--- src/sv/recseq_pkg.sv ---
`default_nettype none
package recseq_pkg;

	localparam int MAX_BOUND_DEFAULT = 65536;
	localparam int MAP_DEPTH_LIMIT   = 65536;
	localparam int BOUND_W           = 17;
	localparam int VAL_W             = 16;

	typedef struct packed {
		logic [VAL_W-1:0] term_index;
		logic [VAL_W-1:0] term_value;
		logic             went_backward;
		logic             overflow;
	} result_t;

	typedef struct packed {
		logic active;
		logic wbit;
	} clr_t;

	// round up to a multiple of eight, then limit to the map size
	function automatic logic [BOUND_W-1:0] eff_bound(input logic [BOUND_W-1:0] b,
			input logic [BOUND_W-1:0] cap);
		logic [BOUND_W:0]   r;
		logic [BOUND_W-3:0] rows;
		rows = {1'b0, b[BOUND_W-1:3]} + (BOUND_W-2)'(1);
		if ((b & 17'b111) != '0)
			r = {rows, 3'b000};
		else
			r = {1'b0, b};
		if (r > {1'b0, cap})
			r = {1'b0, cap};
		return r[BOUND_W-1:0];
	endfunction

endpackage
`default_nettype wire

--- src/sv/recseq_clear.sv ---
`default_nettype none
module recseq_clear #(
	parameter int DEPTH = 65536
) (
	input  wire logic                     clk,
	input  wire logic                     arst_n,
	output recseq_pkg::clr_t              ctl,
	output logic      [$clog2(DEPTH)-1:0] addr
);
	import recseq_pkg::*;

	localparam int AW = $clog2(DEPTH);

	logic [AW-1:0] addr_q;
	logic          active_q;

	always_ff @(posedge clk or negedge arst_n) begin
		if (!arst_n) begin
			addr_q   <= '0;
			active_q <= 1'b1;
		end else if (active_q) begin
			if (addr_q == AW'(DEPTH - 1))
				active_q <= 1'b0;
			else
				addr_q <= addr_q + AW'(1);
		end
	end

	// entry zero starts marked
	assign ctl.active = active_q;
	assign ctl.wbit   = (addr_q == '0);
	assign addr       = addr_q;

endmodule
`default_nettype wire

--- config.mk ---
export PLATFORM = sky130hd
export DESIGN_NAME = recseq_clear
export DESIGN_NICKNAME = d
export VERILOG_FILES = /design/src/sv/recseq_pkg.sv /design/src/sv/recseq_clear.sv
export SDC_FILE = /design/constraint.sdc
export NUM_CORES = 1
export LEC_CHECK = 0
export BUFFER_PORTS_ARGS = -buffer_cell sky130_fd_sc_hd__buf_4
export CORE_MARGIN = 2
export CORE_UTILIZATION = 42
export DETAILED_ROUTE_END_ITERATION = 12
export GPL_TIMING_DRIVEN = 0
export PLACE_DENSITY_LB_ADDON = 0.2
export SYNTH_ARGS = -nofsm -noshare
export SYNTH_HDL_FRONTEND = slang
export SYNTH_SLANG_ARGS = --single-unit
--- constraint.sdc ---
create_clock -name clk -period 2.3 [get_ports clk]
set_clock_uncertainty 0.1 [all_clocks]
set_input_delay 0 -clock clk [delete_from_list [all_inputs] [get_ports clk]]
set_output_delay 0 -clock clk [all_outputs]
set_load 0.1 [all_outputs]
==> Word-level counts from Yosys, hierarchy flattened <==
Cells that the tools add are included.
W data, S select, Z words.
{ "totals": {"ff_bits": 17, "inputBits": 2, "out_inout_bits": 18} }
{ "op_classes": {"n_addsub": 1, "eq_ne": 1, "muxes": 2, "n_bitwise": 1, "reduce_logical": 2} }
{ "op_table": {"columns": ["operator", "n"], "rows": [
  ["$add A16 B1 Y16 const B", 1],
  ["$eq A16 B16 Y1 const B", 1],
  ["$logic_not A16 Y1", 1],
  ["$mux W1", 2],
  ["$reduce_and A2 Y1", 1],
  ["$not A1 Y1", 1]
]} }

==> Logic depth before layout (Yosys ltp) <==
{ "depth": {"ltp_word": 3, "ltp_mapped": 5, "depth_no_buf": 5} }

==> Least setup slack after synthesis <==
Ideal clock, no wire load.
{ "synth_path": {"path_type": "reg2reg", "start": "register addr_q[1], in the netlist addr[1]", "end": "register addr_q[10], in the netlist addr[10]", "setup_time_ps": 159, "t_arrival_ps": 2228, "required_ps": 2041, "setup_slack_ps": -187, "stages_incl_launch_ff": 6, "period_less_slack_ps": 2487, "path_cell_list": "dfrtp_1 ha_1 nand4_1 a311oi_1 nand4_1 xnor2_1"} }
{ "synth_via": {"elab_chain_cells": 3, "word_cells_on_any_way": 4, "cone_classes": "add/sub: 1; eq/ne: 1; bitwise: 1; reduce/logical: 1"} }
{ "synth_rtl": {"columns": ["item", "line", "rtl"], "rows": [
  ["start, declared", "recseq_clear.sv:14", "logic [AW-1:0] addr_q;"],
  ["start signal, assigned", "recseq_clear.sv:25", "addr_q <= addr_q + AW'(1);"],
  ["branches (longest 3 deep; another with $add A16 B1 Y16)", null, null]
]} }
Parallel ways; which one is timed is not known.
A chain may end at the register's enable or synchronous reset.

==> Worst setup path after layout <==
Ends and elaborated chain as after synthesis.

==> impl_metrics.json <==
{
  "syn_nets": 84,
  "die_w_um": 50.5,
  "synthFlopType": "dfrtp_1",
  "viasPerCell": 5.30,
  "critPathLaunchType": "flip-flop",
  "grt_usage": 0.152,
  "synth-edff-count": 0,
  "p_per_area_nw_per_um2": 413,
  "tightest_slew_ns": 0.723,
  "min_period_ns": 1.97,
  "core_um2": 2000,
  "tns_ns": 0,
  "io_buffers": 19,
  "yosysTopAreaCell": "dfrtp_1",
  "maxCapViolCount": 0,
  "ir_worst_vdd_v": 0.000284,
  "fmax_mhz": 507,
  "synthArstFlopShare": 1.00,
  "yosysWarnings": 0,
  "seqCellArea_um2": 433,
  "post-route-util": 0.568,
  "wire_per_inst_um": 13.2,
  "postRouteAntennaNets": 0,
  "rsz0062_at_grt": "no",
  "ys_seq_area_frac": 0.470,
  "wl_met3_um": 71,
  "synthCells": 80,
  "dr.pass1.iters": 4,
  "required_ns": 2.39,
  "synth-xor-area-share": 0.0869,
  "post-route-period-util": 0.857,
  "setup_viol": 0,
  "via_count": 699,
  "place.gp.congestion": 0.754,
  "pwr-share-clk": 0.344,
  "slew_headroom": 0.516,
  "worstPathArrival_ns": 2.06,
  "num_rows": 16,
  "slew_violations": 0,
  "min_path_type": "in -> async",
  "crit_fanout": 6,
  "crit_type": "reg -> reg",
  "clkLatencyLatePin_ns": 0.29,
  "synth_top_family_by_area": "simple AND/OR/NAND/NOR gates",
  "cts.path.max_buffers": 2,
  "pwr-share-comb": 0.020,
  "layout-drive-gt1-share": 0.390,
  "yosysUniqueCellTypes": 35,
  "layout_common_cells": "buf_4, dfrtp_1, xnor2_1, nand2_1, dfrtp_2",
  "multi_input_area_um2": 448,
  "grt_pass1_vias": 685,
  "dieHeight_um": 50.5,
  "postSynthAreaPerCell_um2": 11.3,
  "netSwitchingFraction": 0.219,
  "dp_hpwl_mm": 1.27,
  "overflow": 0,
  "grt_start_max_net_pins": 17,
  "synth-compound-area-share": 0.0966,
  "synth_top_area_frac": 0.441,
  "diodes": 0,
  "numCtsBuffers": 3,
  "nets": 110,
  "clockRootBuffer": "clkbuf_4",
  "cts_setup_buffers": 0,
  "grt_antenna_before_repair": 0,
  "synthMuxAreaShare": 0.0524,
  "synthAdderAreaFrac": 0.0276,
  "drcViolationCount": 0,
  "ys_top_cells_by_area": "dfrtp_1, xnor2_1, dfstp_2",
  "drtIter0Drc": 3,
  "fill_cells": 195,
  "layout_commonest_cell": "buf_4",
  "crit_path_end_kind": "flip-flop",
  "outcome": "completed",
  "wl_met1_um": 894,
  "cts_tree": "built",
  "htree_num_levels": 1,
  "final_hold_viol_count": 0,
  "io_pins": 20,
  "syn2layout_area_growth_pct": 25.4,
  "ys_ff_latch": 17,
  "intPower_uw": 367,
  "wl_met2_um": 760,
  "power_leakage_uw": 0.000527,
  "synthSimpleGateAreaFrac": 0.230,
  "grt_pass1_wl_mm": 2.95,
  "start_util": 0.453,
  "dieArea_um2": 2550,
  "clock-sinks": 17,
  "wl_mm": 1.74,
  "syn_area_um2": 907,
  "clk_pin_slew_ns": 0.10,
  "highest_layer": "met4",
  "sequentialPowerShare": 0.636,
  "switchingPower_uw": 103
}
## power groups by stage
stage          sequential [µW]  clock [µW]  combinational, µW
2_1_floorplan              305           0           0.000173
3_3_place_gp               305           0               7.01
3_5_place_dp               305           0               7.22
4_1_cts                    299         166               9.96
5_1_grt                    299         177               10.9
6_report                   299         162               9.29
## final timing paths
path / to / from / cells past startpoint / slack (ns)
max reg2reg: addr[10]$_DFFE_PN0P_ / addr[1]$_DFFE_PN0P_ / 5 / 0.33
min: active_q$_DFF_PN1_ / arst_n / 2 / 0.07
min reg2reg: addr[10]$_DFFE_PN0P_ / addr[10]$_DFFE_PN0P_ / 1 / 0.44
max: addr[10]$_DFFE_PN0P_ / addr[1]$_DFFE_PN0P_ / 5 / 0.33
min in group clk: addr[10]$_DFFE_PN0P_ / addr[10]$_DFFE_PN0P_ / 1 / 0.44
max in group asynchronous: addr[1]$_DFFE_PN0P_ / arst_n / 3 / 0.86
## metrics by stage
stage / worst slack (ns) / hold slack [ns] / instances / total power (µW) / cell area (µm²)
2_1_floorplan: 0.00924 / -0.396 / 80 / 305 / 913
3_3_place_gp: 0.382 / -0.227 / 126 / 312 / 1090
3_5_place_dp: 0.376 / -0.224 / 126 / 312 / 1090
4_1_cts: 0.348 / 0.0641 / 132 / 475 / 1140
5_1_grt: 0.156 / 0.0607 / 132 / 487 / 1140
6_report: 0.328 / 0.0685 / 132 / 470 / 1140
## per-layer routing
layer  vias to the layer above  track usage
li1                        346            -
met1                       334        0.221
met2                        17        0.226
met3                         2       0.0268
met4                         0       0.0541
met5                         -            0
## state kept, by name (all words and copies together) (netlist names)
signal / count
active_q: 1
addr: 16
## worst max-delay path, stage by stage, from the launching register on
cell,delay (ns)
dfrtp_2,0.42
ha_1,0.29
nand4_1,0.27
a311oi_1,0.47
nand4_1,0.17
xnor2_1,0.15
## cell usage after synthesis (2+ instances only)
cell        n
ha_1        2
nor4_1      3
inv_1       4
xnor2_1     6
and4_4      2
nor3_1      3
nand3_1     4
dfrtp_1    16
a31oi_1     2
mux2_2      2
o2111ai_1   2
nand4_1     3
nor3b_1     2
nand2_1     6
xor2_1      3
## cell families after synthesis
logic type / after synthesis
adders and majority gates: 2
AOI/OAI and AO/OA: 11
muxes: 4
xor gates and xnor gates: 9
DFF: 17
buffers and inverters: 7
and+or+nand+nor: 30
## timing repair
action	in CTS	in global routing
hold buffers	2	0
gates resized for setup	0	0
hold endpoints to repair	17	0
## cell type report
type / count / area share
inverters: 4 / 0.0132
repair buffers: 21 / 0.143
multi-input cells: 56 / 0.394
plain buffers: 3 / 0.0154
well taps: 27 / 0.0297
flip-flops and latches: 17 / 0.381
clock inverters: 1 / 0.00440
clock buffers: 3 / 0.0198
(Power assumes the default switching activity.)
