<file path="src/sv/recseq_pkg.sv">
`default_nettype none
package recseq_pkg;

	localparam int MAX_BOUND_DEFAULT = 65536;
	localparam int MAP_DEPTH_LIMIT   = 65536;
	localparam int BOUND_W           = 17;
	localparam int VAL_W             = 16;

	typedef struct packed {
		logic [VAL_W-1:0] term_index;
		logic [VAL_W-1:0] term_value;
		logic             went_backward;
		logic             overflow;
	} result_t;

	typedef struct packed {
		logic active;
		logic wbit;
	} clr_t;

	// round up to a multiple of eight, then limit to the map size
	function automatic logic [BOUND_W-1:0] eff_bound(input logic [BOUND_W-1:0] b,
			input logic [BOUND_W-1:0] cap);
		logic [BOUND_W:0]   r;
		logic [BOUND_W-3:0] rows;
		rows = {1'b0, b[BOUND_W-1:3]} + (BOUND_W-2)'(1);
		if ((b & 17'b111) != '0)
			r = {rows, 3'b000};
		else
			r = {1'b0, b};
		if (r > {1'b0, cap})
			r = {1'b0, cap};
		return r[BOUND_W-1:0];
	endfunction

endpackage
`default_nettype wire

</file>
<file path="src/sv/recseq_outbuf.sv">
`default_nettype none
module recseq_outbuf (
	input  wire logic                clk,
	input  wire logic                arst_n,
	input  wire logic                push,
	input  wire recseq_pkg::result_t push_data,
	input  wire logic                pop,
	output logic                     valid,
	output recseq_pkg::result_t      data,
	output logic                     full
);
	import recseq_pkg::*;

	result_t head_q;
	result_t skid_q;
	logic    head_valid_q;
	logic    skid_valid_q;
	logic    head_pop;
	logic    to_head;

	assign head_pop = head_valid_q & pop;
	assign to_head  = push & !skid_valid_q & (!head_valid_q | head_pop);

	always_ff @(posedge clk or negedge arst_n) begin
		if (!arst_n) begin
			head_valid_q <= 1'b0;
			skid_valid_q <= 1'b0;
		end else begin
			if (skid_valid_q) begin
				if (head_pop)
					skid_valid_q <= push;
			end else begin
				if (push && !to_head)
					skid_valid_q <= 1'b1;
				if (to_head)
					head_valid_q <= 1'b1;
				else if (head_pop)
					head_valid_q <= 1'b0;
			end
		end
	end

	always_ff @(posedge clk) begin
		if (skid_valid_q && head_pop) begin
			head_q <= skid_q;
			if (push)
				skid_q <= push_data;
		end else if (to_head) begin
			head_q <= push_data;
		end else if (push) begin
			skid_q <= push_data;
		end
	end

	assign valid = head_valid_q;
	assign data  = head_q;
	assign full  = skid_valid_q;

endmodule
`default_nettype wire

</file>
<file path="config.mk">
export PLATFORM = sky130hd
export DESIGN_NAME = recseq_outbuf
export DESIGN_NICKNAME = d
export VERILOG_FILES = /design/src/sv/recseq_pkg.sv /design/src/sv/recseq_outbuf.sv
export SDC_FILE = /design/constraint.sdc
export NUM_CORES = 1
export LEC_CHECK = 0
export BUFFER_PORTS_ARGS = -buffer_cell sky130_fd_sc_hd__buf_2
export CAP_MARGIN = 20
export CORE_ASPECT_RATIO = 1.4
export CORE_MARGIN = 10
export CORE_UTILIZATION = 39
export DETAILED_ROUTE_END_ITERATION = 10
export PLACE_DENSITY = 0.72
export SYNTH_ARGS = -nofsm -noshare
export SYNTH_HDL_FRONTEND = slang
export SYNTH_SLANG_ARGS = --single-unit
</file>
<file path="constraint.sdc">
create_clock -name clk -period 8.5 [get_ports clk]
set_clock_uncertainty 0.1 [all_clocks]
set_input_delay 1.275 -clock clk [delete_from_list [all_inputs] [get_ports clk]]
set_output_delay 1.275 -clock clk [all_outputs]
set_load 0.01 [all_outputs]
</file>
After elaboration in Yosys (flattened, before gate mapping) --
Cells that the tools add are included. Widths: inputs -> output; s select.
Cells by class: equality and inequality tests 1, reductions and logical operators 8, bitwise operators 5, multiplexer cells 10
Operators with widths (count):
- $mux 34 | 5
- $mux 1 | 5
- $reduce_bool 2->1 | 2
- $and 1x1->1 | 3
- $logic_not 1->1 | 3
- $logic_and 1x1->1 | 2
- $ne 2x1->1 const B | 1
- $reduce_and 2->1 | 1
- $not 1->1 | 1
- $or 1x1->1 | 1
Word-level totals: flip-flop bits (word level) 70, bits of input ports 38, output and inout port bits 36, logic and storage cells 34

Logic depth before layout (Yosys ltp) --
depth after elaboration 7, mapped depth 3, mapped depth without buffers 3

Worst setup path after synthesis --
Ideal clock, no wire load.
path kind input to register, start in push, end reg head_q, in the netlist data[0] (enable), path buffers 0, setup slack 4.937 ns, required time 7.964 ns, stages on the path 2, library setup time 0.436 ns, data arrival time 3.026 ns, path through nand2b_1 a21oi_1
Between the ends: cells in the longest elaborated chain, start to end 3
Ends and longest elaborated chain:
- from (decl) | line recseq_outbuf.sv:5 | input wire logic push,
- $and 1x1->1 (2 in a row) | line recseq_outbuf.sv:22 | assign to_head = push & !skid_valid_q & (!head_valid_q | head_pop);
- $reduce_bool 2->1 (no line)
- to (signal assigned) | line recseq_outbuf.sv:45 | head_q <= skid_q;
- to (signal assigned) | line recseq_outbuf.sv:49 | head_q <= push_data;
- to (decl) | line recseq_outbuf.sv:14 | result_t head_q;
Every way passes these cells. A chain may end at the register's enable or synchronous reset.

Worst setup path after layout --
start in pop, end reg skid_q[5] in the netlist's numbering (enable)
Between the ends: cells in the longest elaborated chain, start to end 4, elaborated cells on any way between the ends 5, those cells by class eq/ne (1); bitwise (3); reduce/logical (1)
Ends and longest elaborated chain:
- from (decl) | line recseq_outbuf.sv:7 | input wire logic pop,
- $and 1x1->1 (*) | line recseq_outbuf.sv:21 | assign head_pop = head_valid_q & pop;
- $or 1x1->1 | line recseq_outbuf.sv:22
- $and 1x1->1 | line recseq_outbuf.sv:22
- $ne 2x1->1 (no line) (*)
- to (signal assigned) | line recseq_outbuf.sv:47 | skid_q <= push_data;
- to (signal assigned) | line recseq_outbuf.sv:51 | skid_q <= push_data;
- to (decl) | line recseq_outbuf.sv:15 | result_t skid_q;
Mark *: on every way between the ends. The rest lies on a longest branch, timed or not.

==> reports/results.ini <==
[layout]
final_cell_area_um2 = 3330
diodes = 0
fin_util_pct = 50.0
layout-area-overhead-vs-synth_pct = 23.7
post_layout_nonfiller_instances = 297
final_common_cell = buf_2
post_route_cells_drive_above_1_share_pct = 60.5
finalNetCount = 238
highest_count_cells_in_the_layout_ignoring_fill_and_taps = buf_2, edfxtp_1, mux2_4
count_of_filler_cells_inserted_in_the_layout = 594

[synthesis]
postSynthRegisterBits = 70
synth_sequential_area_ratio_pct = 77.7
synthXorXnorAreaFrac_pct = 0
yosys_warnings = 0
post_synth_mux_area_share_pct = 18.4
largest_area_contributor_in_the_netlist = edfxtp_1
synth.top_cell.area_share_pct = 75.9
netlist_area_um2 = 2690
post_synth_main_area_contributors = edfxtp_1, mux2_4, dfrtp_1, mux2_2, buf_6
synth_top_family_by_area = multiplexers
synth_fa_ha_area_share_pct = 0
synth_compound_gate_area_share_pct = 0.930
syn_avg_cell_area_um2 = 22.8
postSynthNetCount = 156
synth_cells = 118
synth_cell_type_count = 14
synth_simple_gate_area_share_pct = 1.53

[detailed_routing]
remaining_drc_errors = 0
totalWireLength_um = 4850
post_drt_wl_per_cell_um = 16.3
postRouteAntennaNets = 0
via_count = 1308
drt_iter0_markers = 70
first_pass_iters = 4
detail_route.vias_per_cell = 4.40

[worst_setup_path]
stage_delay_of_the_slowest_cell_on_the_critical_path_ns = 0.72
cp_num_cells = 3
regToRegSetupSlack_ns = 6.56
crit_type = in -> reg
worst_path_dominant_cell_family = compound AO/OA/AOI/OAI gates
crit_path_cell_trace = buf_2 > nor2b_1 > o21a_2
required_ns = 8.36
crit_fanout = 35
path_buf_inv = 1
cp_endpoint_kind = flip-flop
slowest_stage = o21a_2
setup.worst_path.start_class = input pin
critPathArrivalTime_ns = 2.36
r2r_depth = 2

[sta]
timing.fmax_ghz = 0.399
worst_slack_ns = 6.00
worst_slew_margin_rel_pct = 44.1
post-route-period-util_pct = 29.5
tightest_slew_ns = 0.838
fin_tns_setup_ns = 0
final_period_minus_worst_setup_slack_ns = 2.50
maxSlewViolCount = 0
setup_violators_final = 0
hold_viol_final = 0
grt_setup_unrepaired = no

[clock_tree]
clk_transition_reported_paths_ns = 0.07
cts.hold.buffers_added = 0
clock_sinks = 70
root_buffer = clkbuf_8
cts_buffer_depth = 2
cts.repair_timing.setup_buffer_count = 0
numCtsBuffers = 9
source_to_sink_clock_delay_at_the_later_pin_of_the_worst_skew_pair_ns = 0.34
cts_resized = 0
htreeDepth = 3
cts_tree = done

[floorplan]
placementRows = 35
chipWidth_um = 90.2
core_region_area_um2 = 6660
initial_utilization_pct = 40.4
boundary_pins = 74
die-area_um2 = 10700
die_h_um = 118

[outcome]
status = finished, final reports clean

[grt]
number_of_antenna_violations_at_the_first_check_in_global_routing = 0
grt_pass1_vias = 1411
global_route.overflow_total = 0
grt_max_degree = 36
grt_first_pass_wirelength_um = 7600
grt_usage_pct = 9.25

[placed_design]
placement.setup.worst_slack_ns = 5.60
buffer_ports.inserted = 73
gp_congestion = 0.698
place_area_um2 = 3150
dp_cells = 280

[power_and_ir_drop]
power_frac_comb_pct = 27.8
sw_frac_of_total_pct = 28.7
worst_ir_drop_on_vdd_mv = 0.258
power.switching_uw = 302
leakagePower_uw = 0.00137
p_int_uw = 748
cellPowerDensity_nw_per_um2 = 316
sequential_cell_fraction_of_total_power_pct = 51.5
power.clock.fraction_pct = 20.8

[worst_hold_path]
worst_hold_path_type = reg -> reg
hold_path_depth = 1

[flow_run]
number_of_max_capacitance_violations_reported = 0

-- final cells by class --
class                      instances  area [µm²]  share of cell area (%)
inverter                           1        3.75                   0.113
tap                               92         115                    3.46
multi-input combinational         44         574                    17.3
sequential                        70        2090                    62.9
clock inverter                     5        26.3                   0.789
timing repair buffer              74         385                    11.6
clock buffer                      11         131                    3.95
-- power groups by stage --
stage	sequential, µW	combinational (µW)	clock [µW]
6_report	540	292	218
5_1_grt	552	317	240
4_1_cts	545	290	227
3_5_place_dp	552	289	0
3_3_place_gp	549	284	0
2_1_floorplan	588	142	0
-- flip-flops by register name (all words and copies together) (netlist names) --
register	cells
data	34
skid_q	34
full	1
valid	1
-- metal layers --
layer	global-route usage [%]	share of wire, %
met1	9.67	40
met2	15.1	51
met3	3.55	5.5
met4	6.19	3.2
met5	0	0
-- metrics by stage --
step / hold slack, ns / power, µW
after floorplan: 0.425 / 731
after detailed placement: 0.434 / 841
after global placement: 0.429 / 833
final: 0.443 / 1050
after global routing: 0.449 / 1110
after CTS: 0.445 / 1060
-- final timing paths --
check	start	to
setup / recovery	pop	skid_q[5]
hold reg to reg	skid_q[21]	data[21]
min in group asynchronous	arst_n	valid
setup reg to reg	valid	skid_q[5]
hold / removal	skid_q[21]	data[21]
max in group asynchronous	arst_n	full
-- cell families after synthesis --
kind of cell / Yosys count
flip-flops: 70
buffers and inverters: 4
AND/OR/NAND/NOR: 6
multiplexers: 34
AO/OA/AOI/OAI: 4
-- Yosys cell counts (all sizes together) --
cell,instances
dfrtp,2
edfxtp,68
a21oi,1
nor2b,1
buf,3
nand2b,1
o21a,1
a21o,1
mux2,34
inv,1
nand2,3
o21ai,1
nand3,1
(Power assumes the default switching activity.)
